### config.mk
export PLATFORM = sky130hd
export DESIGN_NAME = tclfu_ctrl
export DESIGN_NICKNAME = d
export VERILOG_FILES = /design/src/rtl/core/tclfu_pkg.sv /design/src/rtl/core/tclfu_ctrl.sv
export SDC_FILE = /design/constraint.sdc
export NUM_CORES = 1
export LEC_CHECK = 0
export BUFFER_PORTS_ARGS = -buffer_cell sky130_fd_sc_hd__buf_4
export CAP_MARGIN = 30
export CORE_AREA = 4 4 41 43
export DETAILED_ROUTE_END_ITERATION = 8
export DIE_AREA = 0 0 45 47
export PLACE_DENSITY = 0.36
export SLEW_MARGIN = 20
export SYNTH_ARGS = -nofsm -noshare
export SYNTH_HDL_FRONTEND = slang
export SYNTH_SLANG_ARGS = --single-unit
### constraint.sdc
create_clock -name clk -period 1.4 [get_ports clk]
set_input_delay 0.07 -clock clk [delete_from_list [all_inputs] [get_ports clk]]
set_output_delay 0.07 -clock clk [all_outputs]
set_load 0.03 [all_outputs]
### src/rtl/core/tclfu_pkg.sv
// shared types and constants for the translation cache
package tclfu_pkg;

    localparam logic [1:0] OP_LOOKUP = 2'd0;
    localparam logic [1:0] OP_STORE  = 2'd1;
    localparam logic [1:0] OP_INVAL  = 2'd2;
    localparam logic [1:0] OP_FLUSH  = 2'd3;

    localparam logic [1:0] ST_OK      = 2'd0;
    localparam logic [1:0] ST_MISS    = 2'd1;
    localparam logic [1:0] ST_BAD_ARG = 2'd2;

    localparam int IN_BITS  = 358;
    localparam int IN_BYTES = 45;
    localparam int OUT_BITS = 288;
    localparam int OUT_BYTES = 36;

    localparam logic [31:0] USES_MAX = 32'hFFFF_FFFF;

    typedef struct packed {
        logic [19:0] native_size;
        logic [63:0] native_handle;
        logic [31:0] config_flags;
        logic [31:0] translator_version;
        logic [31:0] ov_version;
        logic [63:0] code_hash;
        logic [63:0] guest_pc;
        logic [31:0] module_id;
        logic [7:0]  target_arch;
        logic [7:0]  source_arch;
        logic [1:0]  operation;
    } item_t;

    typedef struct packed {
        logic [63:0] allocated_bytes;
        logic [31:0] invalidation_count;
        logic [31:0] miss_count;
        logic [31:0] hit_count;
        logic [31:0] lookup_count;
        logic [4:0]  active_entries;
        logic [4:0]  invalidated;
        logic [19:0] out_size;
        logic [63:0] out_handle;
        logic [1:0]  status;
    } result_t;

    // controller to datapath
    typedef struct packed {
        logic load;
        logic exec;
    } cmd_t;

endpackage

### src/rtl/core/tclfu_ctrl.sv
// controller: accepts a beat, runs match then update, holds the result
module tclfu_ctrl
(
    input  logic            clk,
    input  logic            rst_n,
    input  logic            s_tvalid,
    output logic            s_tready,
    output logic            m_tvalid,
    input  logic            m_tready,
    output tclfu_pkg::cmd_t cmd
);
    import tclfu_pkg::*;

    localparam logic [1:0] S_IDLE = 2'd0;
    localparam logic [1:0] S_EXEC = 2'd1;
    localparam logic [1:0] S_OUT  = 2'd2;

    logic [1:0] state_reg, state_next;

    always_comb
    begin
        state_next = state_reg;
        unique case (state_reg)
            S_IDLE:
            begin
                if (s_tvalid)
                    state_next = S_EXEC;
            end
            S_EXEC:
                state_next = S_OUT;
            S_OUT:
            begin
                if (m_tready)
                    state_next = s_tvalid ? S_EXEC : S_IDLE;
            end
            default:
                state_next = S_IDLE;
        endcase
    end

    always_ff @(posedge clk or negedge rst_n)
    begin
        if (!rst_n)
            state_reg <= S_IDLE;
        else
            state_reg <= state_next;
    end

    assign s_tready = (state_reg == S_IDLE) || (state_reg == S_OUT && m_tready);
    assign m_tvalid = (state_reg == S_OUT);
    assign cmd.load = s_tvalid && s_tready;
    assign cmd.exec = (state_reg == S_EXEC);

endmodule

* After elaboration in Yosys (flattened, before gate mapping)
Index checks and enable logic that the tools add are counted.
** Operators by class
- Reductions and logical operators :: 5
- Muxes and demuxes :: 4
- Equality and inequality tests :: 4
** Operator list (count)
- $pmux 2 s3 :: 1
- $mux 2 :: 2
- $eq 2x1->1 const B :: 1
- $eq 2x2->1 const B :: 1
- $logic_and 1x1->1 :: 2
- $logic_not 2->1 :: 1
- $ne 2x1->1 const B :: 1
- $ne 2x2->1 const B :: 1
- $reduce_and 2->1 :: 1
- $logic_or 1x1->1 :: 1
- $mux 1 :: 1
** Word-level totals
- Flip-flop bits (word level) :: 2
- Output and inout port bits :: 4
- Logic and storage cells :: 14

* Longest topological paths before layout
- Depth in word-level cells :: 4
- Depth in mapped cells :: 2
- Depth with buffers taken out :: 2

* Worst setup path after synthesis
OpenSTA, ideal clock, no wires.
- Path type :: register to output
- Start point :: register state_reg[1]
- End point :: output port cmd[1] in the netlist's numbering
- Setup slack :: 0.177 ns
- Data arrival time :: 1.153 ns
- Required time :: 1.330 ns
- Path buffers :: 0
- Stages on the path, launching flop included :: 2
- Path through :: dfrtp_1 a211oi_1
** RTL lines
- from (decl) :: RTL line tclfu_ctrl.sv:18 : logic [1:0] state_reg, state_next;
- from (signal assigned) :: RTL line tclfu_ctrl.sv:46 : state_reg <= state_next;
- to (decl) :: RTL line tclfu_ctrl.sv:10 : output tclfu_pkg::cmd_t cmd

==> metrics.md <==
| Metric | Value |
|---|---|
| Clk pin slew, worst setup/hold paths | `roughly 0.03 ns` |
| Final setup vio count | `0` |
| Mean post-synth cell area | `about 9.7 um2` |
| Sequential cell area fraction in the yosys report | `between 40% and 50%` |
| Per-cell via count in the routed design | `3.22` |
| Hold_buf cts | `1` |
| Detail Route Antenna Nets | `0` |
| Antenna violations before repair | `0` |
| Most common cell after layout, fill and taps aside | `sky130_fd_sc_hd__buf_4` |
| Crit path cell chain | `a211oi_1 -> buf_4` |
| Place WS | `between 0.4 and 0.5 ns` |
| Result of the run | `complete, no violations` |
| Std cell rows | `13` |
| Slowest Stage Delay on Critical Path | `0.40 ns` |
| Endpoint required time on the critical path | `roughly 1.3 ns` |
| Fraction of layout instances using a drive strength above 1 | `approximately 48%` |
| Portion of synthesized cell area occupied by the leading cell type | `between 40% and 50%` |
| Maximum level of the CTS H-tree | `1` |
| Horizontal die dimension | `approximately 45 um` |
| Sequential share of power | `between 20% and 30%` |
| Area growth, synth to finish | `90.6%` |
| Setup Fix Bufs, Post-CTS | `0` |
| Portion of total power attributed to combinational logic | `between 30% and 40%` |
| Layout Skew | `~0.0029 ns` |
| Maxcap violations | `0` |
| Mapped cell area | `106 um2` |
| Total power divided by cell area | `1550 nW/um2` |
| Hold WC Path Type | `input pin to flip-flop` |
| Largest register FFs | `2` |
| Nets in the synthesized netlist | `15` |
| Count of input and output buffers | `7` |
| Arrival time of data at the critical path endpoint | `roughly 1.1 ns` |
| Buffer and inverter count on the worst path | `1` |
| Remaining Overflow, GRT | `0` |
| Max clock buf depth | `2` |
| Maximum clock frequency | `0.872 GHz` |
| Sum of met3 wire segment lengths after detailed routing | `54 um` |
| Number of clock sinks seen by CTS | `2` |
| Clock period minus worst slack | `1.15 ns` |
| Total via count in the routed design | `~120` |
| Post-synthesis cell type count | `8` |
| TritonCTS clock tree | `yes` |
| Relative max-transition margin | `a little over four fifths` |
| Global-route wire length before repair | `between 400 and 500 um` |
| Yosys warnings | `0` |
| Transition time of the tightest slew-check pin | `0.225 ns` |
| Kind of launch point of the worst setup path | `flip-flop` |
| Routed met1 length | `138 um` |
| Starting utilization of the core area | `around 8.2%` |
| Crit path capture type | `output pin` |
| Library cell used as clock root buffer | `sky130_fd_sc_hd__clkbuf_4` |
| Critical path type | `flip-flop to output pin` |
| Die area | `~2100 um2` |
| Net switching power | `between 0.1 and 0.15 mW` |
| Setup Total Neg Slack | `0 ns` |
| GRT Total Usage | `3.48%` |
| Yosys reg bits | `2` |
| Top metal layer carrying routed signals | `met3` |
| Post-route fraction of the period consumed by the critical path | `between 80% and 90%` |
| Synthesized netlist cell count | `11` |
| Slowest-stage cell, CP | `sky130_fd_sc_hd__dfrtp_1` |
| Leakage power of the design | `approximately 0.11 nW` |
| Cts bufs inserted | `3` |
| Cell accounting for the most synthesized area | `sky130_fd_sc_hd__dfrtp_1` |
| Switching fraction of total power | `33.6%` |
| Number of DRC violations after detailed routing | `0` |
| Number of hold-slack violations in the final timing report | `0` |
| Largest fanout on the critical path | `5` |
| RePlAce Congestion | `approximately 0.56` |
| Least setup slack across all paths after layout | `about 0.25 ns` |
| Max Slew Vio Count | `0` |
| Diode count | `0` |
| Via count of the first global-routing pass | `around 120` |
| Number of iterations in the first detailed-routing pass | `1` |
| Highest-count cells in the layout ignoring fill and taps | `sky130_fd_sc_hd__buf_4 (7), sky130_fd_sc_hd__clkbuf_4 (3), sky130_fd_sc_hd__inv_1 (2), sky130_fd_sc_hd__a211oi_1 (2), sky130_fd_sc_hd__dfrtp_1 (2)` |
| Total of cells resized after clock tree synthesis | `0` |
| Die outline height | `roughly 47 um` |
| Area contributors post-synth | `sky130_fd_sc_hd__dfrtp_1 (47%), sky130_fd_sc_hd__a211oi_1 (14%), sky130_fd_sc_hd__a21o_1 (7.1%), sky130_fd_sc_hd__and2b_1 (7.1%), sky130_fd_sc_hd__buf_4 (7.1%)` |
| Skew-Pair Late Insertion Delay | `roughly 0.22 ns` |
| Worst vdd ir | `0.000295 V` |
| Drt initial violations | `0` |
| P_int | `approximately 0.21 mW` |
| Top-Level Pins | `8` |
| Largest delay share family, worst path | `flip-flops` |
| RSZ-0062 raised after global routing | `no` |
| Maximum number of pins on one net before global-route repair | `6` |
| Routed WL per cell | `between 7 and 8 um` |
| Number of nets in the finished design | `27` |
| Routed wl met2 | `about 94 um` |
| Final routed wirelength across all metal layers | `between 200 and 300 um` |
| Area inside the core boundary | `about 1300 um2` |
| Power share of the clock group | `approximately two fifths` |
cell families after synthesis:
kind of cell / Yosys count / share of synthesized area (%)
AO/OA/AOI/OAI: 4 / 25.9
buffers and inverters: 3 / 14.1
AND/OR/NAND/NOR: 2 / 12.9
flip-flops: 2 / 47.1
power by group through the flow:
stage | combinational, mW | clock, mW | sequential [mW]
floorplan | 0.0734 | 0 | 0.0785
global placement | 0.109 | 0 | 0.0812
CTS | 0.111 | 0.136 | 0.0797
finish | 0.109 | 0.125 | 0.0801
detailed placement | 0.109 | 0 | 0.0804
global route | 0.116 | 0.137 | 0.0822
metal layers:
| metal | track usage (%) | up-vias |
|---|---|---|
| met4 | 3.51 | 0 |
| met2 | 3.39 | 7 |
| met5 | 0 | - |
| met1 | 3.64 | 51 |
| li1 | - | 58 |
| met3 | 3.83 | 0 |
metrics by stage:
stage | util (%) | area (um2) | hold slack (ns) | power (mW) | std cells
2_1_floorplan | - | 106 | -0.226 | 0.152 | 11
3_3_place_gp | 13.1 | 170 | -0.146 | 0.190 | 32
3_5_place_dp | 13.1 | 170 | -0.145 | 0.189 | 32
4_1_cts | 15.6 | 203 | 0.111 | 0.327 | 36
5_1_grt | 15.6 | 203 | 0.131 | 0.336 | 36
6_report | 15.6 | 203 | 0.119 | 0.315 | 36
area by class of cell:
type / count / area, um2
timing repair buffer: 8 / 62.6
tap: 15 / 18.8
clock buffer: 3 / 22.5
inverter: 2 / 7.51
multi-input combinational: 6 / 41.3
fill: 159 / 1100
sequential: 2 / 50.0
synthesized netlist by cell type:
cell type / n
sky130_fd_sc_hd__a211oi_1: 2
sky130_fd_sc_hd__dfrtp_1: 2
sky130_fd_sc_hd__inv_1: 2
sky130_fd_sc_hd__a21o_1: 1
sky130_fd_sc_hd__a21oi_1: 1
sky130_fd_sc_hd__and2b_1: 1
sky130_fd_sc_hd__buf_4: 1
sky130_fd_sc_hd__nor2b_1: 1
path summary, 6_finish.rpt:
| check | from | endpoint | slack (ns) | cells after the start |
|---|---|---|---|---|
| max | state_reg[1] | cmd[1] | 0.25 | 2 |
| min | s_tvalid | state_reg[0] | 0.12 | 3 |
| max reg2reg | state_reg[1] | state_reg[1] | 0.52 | 2 |
| min reg2reg | state_reg[0] | state_reg[0] | 0.47 | 1 |
| max in group asynchronous | rst_n | state_reg[0] | 1.13 | 2 |
| min in group asynchronous | rst_n | state_reg[1] | 0.18 | 2 |
tightest hold or removal path, stage by stage:
cell,delay [ns]
sky130_fd_sc_hd__buf_4,0.11
sky130_fd_sc_hd__inv_1,0.07
sky130_fd_sc_hd__a211oi_1,0.05
(Power assumes the default switching activity.)
